[src/rtl/lcs_pkg.sv]
// Shared types, widths and the heading table of the camera stepper.
package lcs_pkg;

    localparam int PosW  = 32;   // Q16.16 coordinate
    localparam int UnitW = 18;   // Q1.16 vector component
    localparam int VelW  = 24;   // Q8.16 velocity
    localparam int VecW  = 38;   // raw vector component fed to the normalizer
    localparam int CrsW  = 37;   // raw cross product component
    localparam int AccW  = 34;   // move accumulator
    localparam int CfgIdxW = 3;
    localparam int CfgDatW = 32;

    typedef logic signed [VecW-1:0]  vec_t;
    typedef logic signed [UnitW-1:0] unit_t;
    typedef logic signed [PosW-1:0]  pos_t;

    // configuration register indexes
    typedef enum logic [CfgIdxW-1:0] {
        REG_VELOCITY = 3'd0,
        REG_LOOK_X   = 3'd1,
        REG_LOOK_Y   = 3'd2,
        REG_LOOK_Z   = 3'd3,
        REG_UP_X     = 3'd4,
        REG_UP_Y     = 3'd5,
        REG_UP_Z     = 3'd6
    } cfg_reg_t;

    typedef enum logic [1:0] {
        COEF_ZERO  = 2'd0,
        COEF_PLUS  = 2'd1,
        COEF_MINUS = 2'd2
    } coef_t;

    localparam logic [3:0] HeadCount = 4'd14;

    // normalizer handshake status
    typedef struct packed {
        logic busy;
        logic done;
        logic degen;
    } unit_stat_t;

    // coefficient of term (0 up, 1 direction, 2 right) for a heading
    function automatic coef_t head_coef(input logic [3:0] head, input logic [1:0] term);
        coef_t c_up, c_dir, c_rt;
        c_up  = COEF_ZERO;
        c_dir = COEF_ZERO;
        c_rt  = COEF_ZERO;
        case (head)
            4'd0:  begin c_up = COEF_PLUS;  c_rt = COEF_PLUS;  end
            4'd1:  begin c_up = COEF_PLUS;  c_rt = COEF_MINUS; end
            4'd2:  begin c_up = COEF_MINUS; c_rt = COEF_PLUS;  end
            4'd3:  begin c_up = COEF_MINUS; c_rt = COEF_MINUS; end
            4'd4:  begin c_dir = COEF_PLUS;  c_rt = COEF_PLUS;  end
            4'd5:  begin c_dir = COEF_PLUS;  c_rt = COEF_MINUS; end
            4'd6:  begin c_dir = COEF_MINUS; c_rt = COEF_PLUS;  end
            4'd7:  begin c_dir = COEF_MINUS; c_rt = COEF_MINUS; end
            4'd8:  c_up  = COEF_PLUS;
            4'd9:  c_up  = COEF_MINUS;
            4'd10: c_dir = COEF_PLUS;
            4'd11: c_dir = COEF_MINUS;
            4'd12: c_rt  = COEF_PLUS;
            4'd13: c_rt  = COEF_MINUS;
            default: c_up = COEF_ZERO;
        endcase
        case (term)
            2'd0:    return c_up;
            2'd1:    return c_dir;
            2'd2:    return c_rt;
            default: return COEF_ZERO;
        endcase
    endfunction

endpackage

[src/rtl/lcs_unitize.sv]
// Iterative vector normalizer: scale, sum of squares, bitwise root, bitwise divide.
module lcs_unitize (
    input  logic                aclk,
    input  logic                aresetn,
    input  logic                start,
    input  lcs_pkg::vec_t       vin [3],
    output lcs_pkg::unit_t      vout [3],
    output lcs_pkg::unit_stat_t stat
);

    typedef enum logic [2:0] {
        U_IDLE, U_NORM, U_SQ, U_ROOT, U_DIVLD, U_DIV, U_DONE
    } ustate_t;

    ustate_t state_reg, state_next;
    logic [lcs_pkg::VecW-1:0] mag_reg [3];
    logic [lcs_pkg::VecW-1:0] mag_next [3];
    logic [2:0]  neg_reg, neg_next;
    logic [61:0] sum_reg, sum_next;
    logic [61:0] rad_reg, rad_next;      // remaining radicand
    logic [62:0] root_reg, root_next;
    logic [62:0] bit_reg, bit_next;
    logic [30:0] rem_reg, rem_next;
    logic [16:0] nq_reg, nq_next;        // numerator low bits out, quotient in
    logic [4:0]  cnt_reg, cnt_next;
    logic [1:0]  idx_reg, idx_next;
    logic        degen_reg, degen_next;
    lcs_pkg::unit_t o_reg [3];
    lcs_pkg::unit_t o_next [3];

    logic        any_hi, any_top, all_zero;
    logic [59:0] sq;
    logic [63:0] rb;
    logic [30:0] len;
    logic [46:0] num;
    logic [32:0] trial;
    logic [16:0] qv;

    assign len = root_reg[30:0];

    always_comb begin
        any_hi   = 1'b0;
        any_top  = 1'b0;
        all_zero = 1'b1;
        for (int i = 0; i < 3; i++) begin
            any_hi   = any_hi | (|mag_reg[i][lcs_pkg::VecW-1:30]);
            any_top  = any_top | mag_reg[i][29];
            all_zero = all_zero & (mag_reg[i] == '0);
        end
    end

    assign sq    = 60'(mag_reg[idx_reg][29:0]) * 60'(mag_reg[idx_reg][29:0]);
    assign rb    = 64'(root_reg) + 64'(bit_reg);
    assign num   = {1'b0, mag_reg[idx_reg][29:0], 16'd0} + 47'(len[30:1]);
    assign trial = {1'b0, rem_reg, nq_reg[16]} - {2'b00, len};
    assign qv    = {nq_reg[15:0], ~trial[32]};

    always_comb begin
        state_next = state_reg;
        mag_next   = mag_reg;
        neg_next   = neg_reg;
        sum_next   = sum_reg;
        rad_next   = rad_reg;
        root_next  = root_reg;
        bit_next   = bit_reg;
        rem_next   = rem_reg;
        nq_next    = nq_reg;
        cnt_next   = cnt_reg;
        idx_next   = idx_reg;
        degen_next = degen_reg;
        o_next     = o_reg;
        case (state_reg)
            U_IDLE: begin
                if (start) begin
                    for (int i = 0; i < 3; i++) begin
                        neg_next[i] = vin[i][lcs_pkg::VecW-1];
                        mag_next[i] = vin[i][lcs_pkg::VecW-1] ? (~vin[i] + 1'b1) : vin[i];
                    end
                    state_next = U_NORM;
                end
            end
            U_NORM: begin
                // one bit a cycle until the largest magnitude sits in [2^29, 2^30)
                if (all_zero) begin
                    for (int i = 0; i < 3; i++) o_next[i] = '0;
                    degen_next = 1'b1;
                    state_next = U_DONE;
                end else if (any_hi) begin
                    for (int i = 0; i < 3; i++) mag_next[i] = mag_reg[i] >> 1;
                end else if (!any_top) begin
                    for (int i = 0; i < 3; i++) mag_next[i] = mag_reg[i] << 1;
                end else begin
                    sum_next   = '0;
                    idx_next   = '0;
                    state_next = U_SQ;
                end
            end
            U_SQ: begin
                sum_next = sum_reg + 62'(sq);
                if (idx_reg == 2'd2) begin
                    rad_next   = sum_next;
                    root_next  = '0;
                    bit_next   = 63'd1 << 62;
                    cnt_next   = '0;
                    state_next = U_ROOT;
                end else begin
                    idx_next = idx_reg + 2'd1;
                end
            end
            U_ROOT: begin
                if (64'(rad_reg) >= rb) begin
                    rad_next  = rad_reg - rb[61:0];
                    root_next = (root_reg >> 1) + bit_reg;
                end else begin
                    root_next = root_reg >> 1;
                end
                bit_next = bit_reg >> 2;
                cnt_next = cnt_reg + 5'd1;
                if (cnt_reg == 5'd31) begin
                    idx_next   = '0;
                    state_next = U_DIVLD;
                end
            end
            U_DIVLD: begin
                // quotient never exceeds 65536, so the upper part is already below len
                rem_next   = {1'b0, num[46:17]};
                nq_next    = num[16:0];
                cnt_next   = '0;
                state_next = U_DIV;
            end
            U_DIV: begin
                if (!trial[32]) rem_next = trial[30:0];
                else            rem_next = {rem_reg[29:0], nq_reg[16]};
                nq_next  = qv;
                cnt_next = cnt_reg + 5'd1;
                if (cnt_reg == 5'd16) begin
                    o_next[idx_reg] = neg_reg[idx_reg] ? -$signed({1'b0, qv})
                                                       : $signed({1'b0, qv});
                    if (idx_reg == 2'd2) begin
                        degen_next = 1'b0;
                        state_next = U_DONE;
                    end else begin
                        idx_next   = idx_reg + 2'd1;
                        state_next = U_DIVLD;
                    end
                end
            end
            U_DONE:  state_next = U_IDLE;
            default: state_next = U_IDLE;
        endcase
    end

    always_ff @(posedge aclk) begin
        if (!aresetn) begin
            state_reg <= U_IDLE;
            degen_reg <= 1'b0;
        end else begin
            state_reg <= state_next;
            degen_reg <= degen_next;
        end
        mag_reg  <= mag_next;
        neg_reg  <= neg_next;
        sum_reg  <= sum_next;
        rad_reg  <= rad_next;
        root_reg <= root_next;
        bit_reg  <= bit_next;
        rem_reg  <= rem_next;
        nq_reg   <= nq_next;
        cnt_reg  <= cnt_next;
        idx_reg  <= idx_next;
        o_reg    <= o_next;
    end

    assign vout       = o_reg;
    assign stat.busy  = (state_reg != U_IDLE);
    assign stat.done  = (state_reg == U_DONE);
    assign stat.degen = degen_reg;

endmodule

[config.mk]
export PLATFORM = sky130hd
export DESIGN_NAME = lcs_unitize
export DESIGN_NICKNAME = d
export VERILOG_FILES = /design/src/rtl/lcs_pkg.sv /design/src/rtl/lcs_unitize.sv
export SDC_FILE = /design/constraint.sdc
export NUM_CORES = 2
export LEC_CHECK = 0
export ABC_AREA = 1
export BUFFER_PORTS_ARGS = -buffer_cell sky130_fd_sc_hd__buf_2
export CORE_MARGIN = 2
export CORE_UTILIZATION = 30
export CTS_CLUSTER_SIZE = 12
export DETAILED_ROUTE_END_ITERATION = 12
export PLACE_DENSITY = 0.42
export SLEW_MARGIN = 25
export SYNTH_ARGS = -nofsm -noshare
export SYNTH_HDL_FRONTEND = slang
export SYNTH_SLANG_ARGS = --single-unit
[constraint.sdc]
create_clock -name aclk -period 10.3 [get_ports aclk]
set_input_delay 0.515 -clock aclk [delete_from_list [all_inputs] [get_ports aclk]]
set_output_delay 0.515 -clock aclk [all_outputs]
set_load 0.1 [all_outputs]
Yosys cells after proc, flatten, opt, wreduce, memory -nomap -nowiden
Cells that the tools add are included.
{ "word_totals": {"register_bits": 480, "out_inout_bits": 57} }
{ "classes": {"n_addsub": 12, "n_mul": 1, "order_cmp": 4, "n_eq_ne": 22, "n_mux": 57, "bitwise_logic": 11, "n_reduce_logical": 27} }
{ "ops": {"columns": ["operator", "count"], "rows": [
  ["two-way mux 114 bit", 4],
  ["two-way mux 62 bit", 5],
  ["one-hot mux 63 bit (2 select lines)", 2],
  ["one-hot mux 62 bit (2 select lines)", 2],
  ["one-hot mux 114 bit (2 select lines)", 1],
  ["two-way mux 63 bit", 3],
  ["adder 38 x 1 -> 38 bit, second input constant", 3],
  ["zero test 38 bit", 3],
  ["two-way mux 38 bit", 3],
  ["NOT 38 bit", 3],
  ["two-way mux 54 bit", 2],
  ["one-hot mux 54 bit (2 select lines)", 1],
  ["binary-select mux 38 bit (select 2 bit)", 1],
  ["adder 63 x 63 -> 64 bit", 1],
  [">= comparator 62 x 64 -> 1 bit", 1],
  ["adder 62 x 63 -> 63 bit", 1],
  ["adder 62 x 60 -> 62 bit", 1],
  ["one-hot mux 31 bit (2 select lines)", 1],
  ["subtractor 62 bit", 1],
  ["multiplier 30 x 30 -> 60 bit", 1],
  ["two-way mux 30 bit", 2],
  ["bitwise mux 54 bit", 1],
  ["adder 46 x 30 -> 47 bit", 1],
  ["demux 18 bit (select 2 bit)", 1],
  ["41 further kinds", 89]
]} }

Logic depth before layout (Yosys ltp)
{ "logic_depth": {"word_depth": 8, "depth_mapped": 39} }

Least setup slack after synthesis
OpenSTA, ideal clock, no wires.
{ "synth_timing": {"path_type": "reg-to-reg", "start": "reg idx_reg[0]", "end": "reg rad_reg[59] (data pin)", "setup_time_ns": 0.253, "arrival_time_ns": 7.542, "t_required_ns": 10.047, "slack_ns": 2.506, "path_stages_with_launch": 36, "path_buffers": 5, "path_cell_list": "edfxtp_1 -> inv_2 -> buf_4 -> buf_2 -> clkbuf_1 -> o21ai_0 -> o21a_1 -> inv_1 -> buf_2 -> buf_2 -> nand2_1 -> inv_1 -> fa_1 -> fa_1 -> fa_1 -> inv_1 -> fa_1 -> inv_1 -> fa_1 -> inv_1 -> fa_1 -> inv_1 -> fa_1 -> fa_1 -> ha_1 -> nand2_1 -> nor2_1 -> inv_1 -> nor4_1 -> a21oi_1 -> o21ai_0 -> nand3b_1 -> nand2_1 -> nand2_1 -> nand3_1 -> nand2_1"} }
{ "synth_between": {"elab_chain_len": 8} }
{ "synth_lines": {"columns": ["element", "line_no", "rtl"], "rows": [
  ["from (decl)", "lcs_unitize.sv:26", "logic [1:0] idx_reg, idx_next;"],
  ["from (signal assigned)", "lcs_unitize.sv:170", "idx_reg <= idx_next;"],
  ["NOT 2 -> 3 bit (not written as such)", "lcs_unitize.sv:52", "assign sq = 60'(mag_reg[idx_reg][29:0]) * 60'(mag_reg[idx_reg][29:0]);"],
  ["binary-select mux 38 bit (select 2 bit)", "lcs_unitize.sv:52", null],
  ["two-way mux 30 bit (not written as such) (2 in series)", "lcs_unitize.sv:52", null],
  ["multiplier 30 x 30 -> 60 bit", "lcs_unitize.sv:52", null],
  ["adder 62 x 60 -> 62 bit", "lcs_unitize.sv:99", "sum_next = sum_reg + 62'(sq);"],
  ["two-way mux 62 bit", "lcs_unitize.sv:100", "if (idx_reg == 2'd2) begin"],
  ["one-hot mux 62 bit (2 select lines)", "lcs_unitize.sv:72", "case (state_reg)"],
  ["net rad_next[59]", "lcs_unitize.sv:20", "logic [61:0] rad_reg, rad_next;"],
  ["to (signal assigned)", "lcs_unitize.sv:164", "rad_reg <= rad_next;"],
  ["to (decl)", "lcs_unitize.sv:20", null]
]} }
The timed path passes the listed nets, and every way through them passes these cells. The select of a mux whose other input is x is not followed.
A chain may end at the register's enable or synchronous reset.

Worst setup path in the final report
{ "layout_timing": {"start": "reg idx_reg[0]", "end": "reg rad_reg[37] (data pin)"} }
Same word-level chain as after synthesis.

==> out/results.tsv <==
stage	metric	value	unit
critical_path	RR Endpoint	rad_reg[37]$_DFFE_PP_	
yosys	Synth area leader	fa_1	
yosys	Synth cell types	64	
yosys	Syn Std Cell Area	65600	sq um
timing	Worst-Margin Slew	1.05	ns
clock_tree	CTS tree	done	
floorplan	die area	223000	sq um
global_route	GRT Total Usage	23.2	%
floorplan	Starting Density	30.2	%
clock_tree	Clock Tree Root	clkbuf_16	
critical_path	crit-path max cell delay	0.75	ns
worst_hold_path	hold depth	3	
worst_hold_path	hold-critical path endpoint	state_reg[0]$_SDFFE_PN0P_	
route	DR DRC count	0	
yosys	Synth Register Bits	449	
route	Detailed Route WL	258000	um
timing	Fin. Hold Viols	0	
critical_path	Arr. time, crit path	10.24	ns
yosys	Cells after Synth	8643	
critical_path	type of origin of the critical path	register	
route	DR iter-0 viols	4485	
timing	Max Slew Vio Count	0	
timing	Setup Skew	0.0363	ns
timing	crit path time final	9.83	ns
worst_hold_path	hold_sp	aresetn	
clock_tree	post-CTS setup buffers	0	
global_route	largest net degree at the start of global routing	80	
yosys	syn avg cell area	7.59	sq um
yosys	syn_nets	9954	
yosys	number of enable flip-flop cells after synthesis	445	
route	via/cell ratio	4.96	
timing	final setup vio count	0	
timing	setup TNS	0	ns
floorplan	die width	472	um
route	antenna viol nets, final	0	
clock_tree	Reg clk slew, reported paths	0.06	ns
yosys	synth top area cells	fa_1, edfxtp_1, inv_1, nand2_1, ha_1	
critical_path	Setup CP Type	reg2reg	
critical_path	crit end category	register	
timing	max frequency	102	MHz
yosys	YS warnings	0	
route	vias after detailed routing	57700	
yosys	ys flop type	edfxtp_1	
yosys	FFs w/ async S/R, synth	0	%
timing	final period utilization	95.5	%
global_route	vias in the first global route	60400	
clock_tree	CTS max path bufs	3	
critical_path	Reg2Reg Setup Slack	0.47	ns
critical_path	RR Startpoint	idx_reg[0]$_SDFFCE_PN0P_	
clock_tree	H-tree depth	3	
global_route	initial antenna violation count	6	
clock_tree	CTS resizes	0	
floorplan	Core Rows	171	
placed_design	HPWL after DPL	215000	um
floorplan	core footprint	217000	sq um
critical_path	Crit path top cell by count	fa_1	
cells_and_area	area growth from synthesis to layout	9.89	%
timing	RSZ-0062 raised after global routing	false	
cells_and_area	Largest register FFs	114	
clock_tree	CTS Sinks	449	
placed_design	routability cong.	0.930	
timing	worst rel slew slack	29.3	%
yosys	Synth top area share	23.2	%
run_status	status	complete, no violations	
floorplan	Die Y	472	um
cells_and_area	share of cells above drive strength 1	5.42	%
cells_and_area	most frequent cells in the layout	inv_1, nand2_1, nor2_1	
cells_and_area	commonest non-fill, non-tap cell in the layout	inv_1	
floorplan	# IOs	174	
route	WL per Instance	22.2	um
global_route	GRT overflow	0	
critical_path	Crit path required time	10.70	ns
worst_hold_path	worst min path class	in2reg	
global_route	first-pass GRT wire length	390000	um
placed_design	# port buffers	173	
cells_and_area	# nets final	10000	
critical_path	r2r worst-path depth	30	
run	Maximum Capacitance Violations	0	
critical_path	critical-path maximum fanout	28	
clock_tree	clock latency on the worst-skew pair	0.70	ns
clock_tree	TritonCTS Buffers	66	
critical_path	Crit-path slowest cell	inv_1	
route	drt first pass iters	7	
clock_tree	Post-CTS Hold Fix Bufs	0	
yosys	register area share after synthesis	20.5	%
==> metrics by stage <==
step	hold WS [ns]	worst slack, ns	util, %	cell area (sq um)	instances
after global routing	0.0824	0.0584	33.2	72100	11600
after floorplan	0.446	2.51	-	65600	8643
after CTS	0.0299	0.483	33.2	72100	11600
final	0.0873	0.468	33.2	72100	11600
after detailed placement	0.538	0.555	32.2	69900	11500
after global placement	0.536	0.514	32.2	69900	11500
==> final cells by class <==
type | instances | area (sq um)
fill | 23500 | 145000
multi-input combinational | 5977 | 43900
sequential | 449 | 13400
inverter | 1981 | 7440
tap | 2854 | 3570
clock buffer | 79 | 1720
timing repair buffer | 261 | 1590
clock inverter | 34 | 477
antenna | 3 | 7.51
==> cells in the mapped netlist, types with 6 or more instances <==
cell,count
o21ai_2,6
a21o_1,43
inv_1,1966
o211ai_1,35
a21oi_1,494
o21ai_1,43
nand3_1,359
and2_1,6
a22oi_1,25
o221ai_1,59
fa_1,762
o21a_1,33
a221oi_1,9
a31oi_1,24
o21bai_1,53
o21ai_0,544
nor2_2,12
nor2_1,785
nand3b_1,17
edfxtp_1,445
inv_2,14
nor3_1,92
clkbuf_1,113
xor2_1,149
buf_4,7
a21boi_0,10
nand2_1,1662
xnor2_1,80
ha_1,432
buf_1,47
buf_2,64
or2_2,46
and3_1,7
nand2_2,8
nand4_1,92
nor4_1,29
o22ai_1,14
==> metal layers <==
metal	up-vias	track usage, %	part of all wire (%)
met1	28600	33.0	47
met4	2	4.98	2.0
li1	27500	-	-
met2	1392	37.6	46
met5	-	0	0.0050
met3	199	2.81	5.1
==> critical path: cells and delay by family (launching register included) <==
family / cells / cell delay [ns]
adders and majority gates: 9 / 4.47
buffers and inverters: 10 / 1.98
and+or+nand+nor: 6 / 0.99
AOI/OAI and AO/OA: 4 / 0.90
xor gates and xnor gates: 1 / 0.70
DFF: 1 / 0.46
==> worst max-delay path by stage <==
| stage | from | to | slack, ns | depth (start not counted) |
|---|---|---|---|---|
| floorplan | idx_reg[0]$_SDFFCE_PN0P_ | rad_reg[59]$_DFFE_PP_ | 2.51 | 35 |
| detailed placement | idx_reg[0]$_SDFFCE_PN0P_ | rad_reg[37]$_DFFE_PP_ | 0.55 | 30 |
| global placement | idx_reg[0]$_SDFFCE_PN0P_ | rad_reg[37]$_DFFE_PP_ | 0.51 | 30 |
| finish | idx_reg[0]$_SDFFCE_PN0P_ | rad_reg[37]$_DFFE_PP_ | 0.47 | 30 |
| CTS | idx_reg[0]$_SDFFCE_PN0P_ | rad_reg[37]$_DFFE_PP_ | 0.48 | 30 |
| global route | idx_reg[0]$_SDFFCE_PN0P_ | rad_reg[37]$_DFFE_PP_ | 0.06 | 30 |
==> cells by family (layout without fill, tap and decap cells) <==
| logic type | count (synthesis) | in the layout | share of synthesized area [%] |
|---|---|---|---|
| flip-flops | 449 | 449 | 20.5 |
| other | 0 | 3 | 0 |
| adder cells (fa/ha/maj) | 1194 | 1194 | 31.5 |
| AND/OR/NAND/NOR | 3133 | 3133 | 19.8 |
| buffers and inverters | 2217 | 2355 | 12.9 |
| XOR/XNOR | 229 | 229 | 3.06 |
| AO/OA/AOI/OAI | 1421 | 1421 | 12.3 |
Power is left out: the tool's default activity adds up to more than one toggle a clock period on the data nets, which glitch-free logic cannot reach.
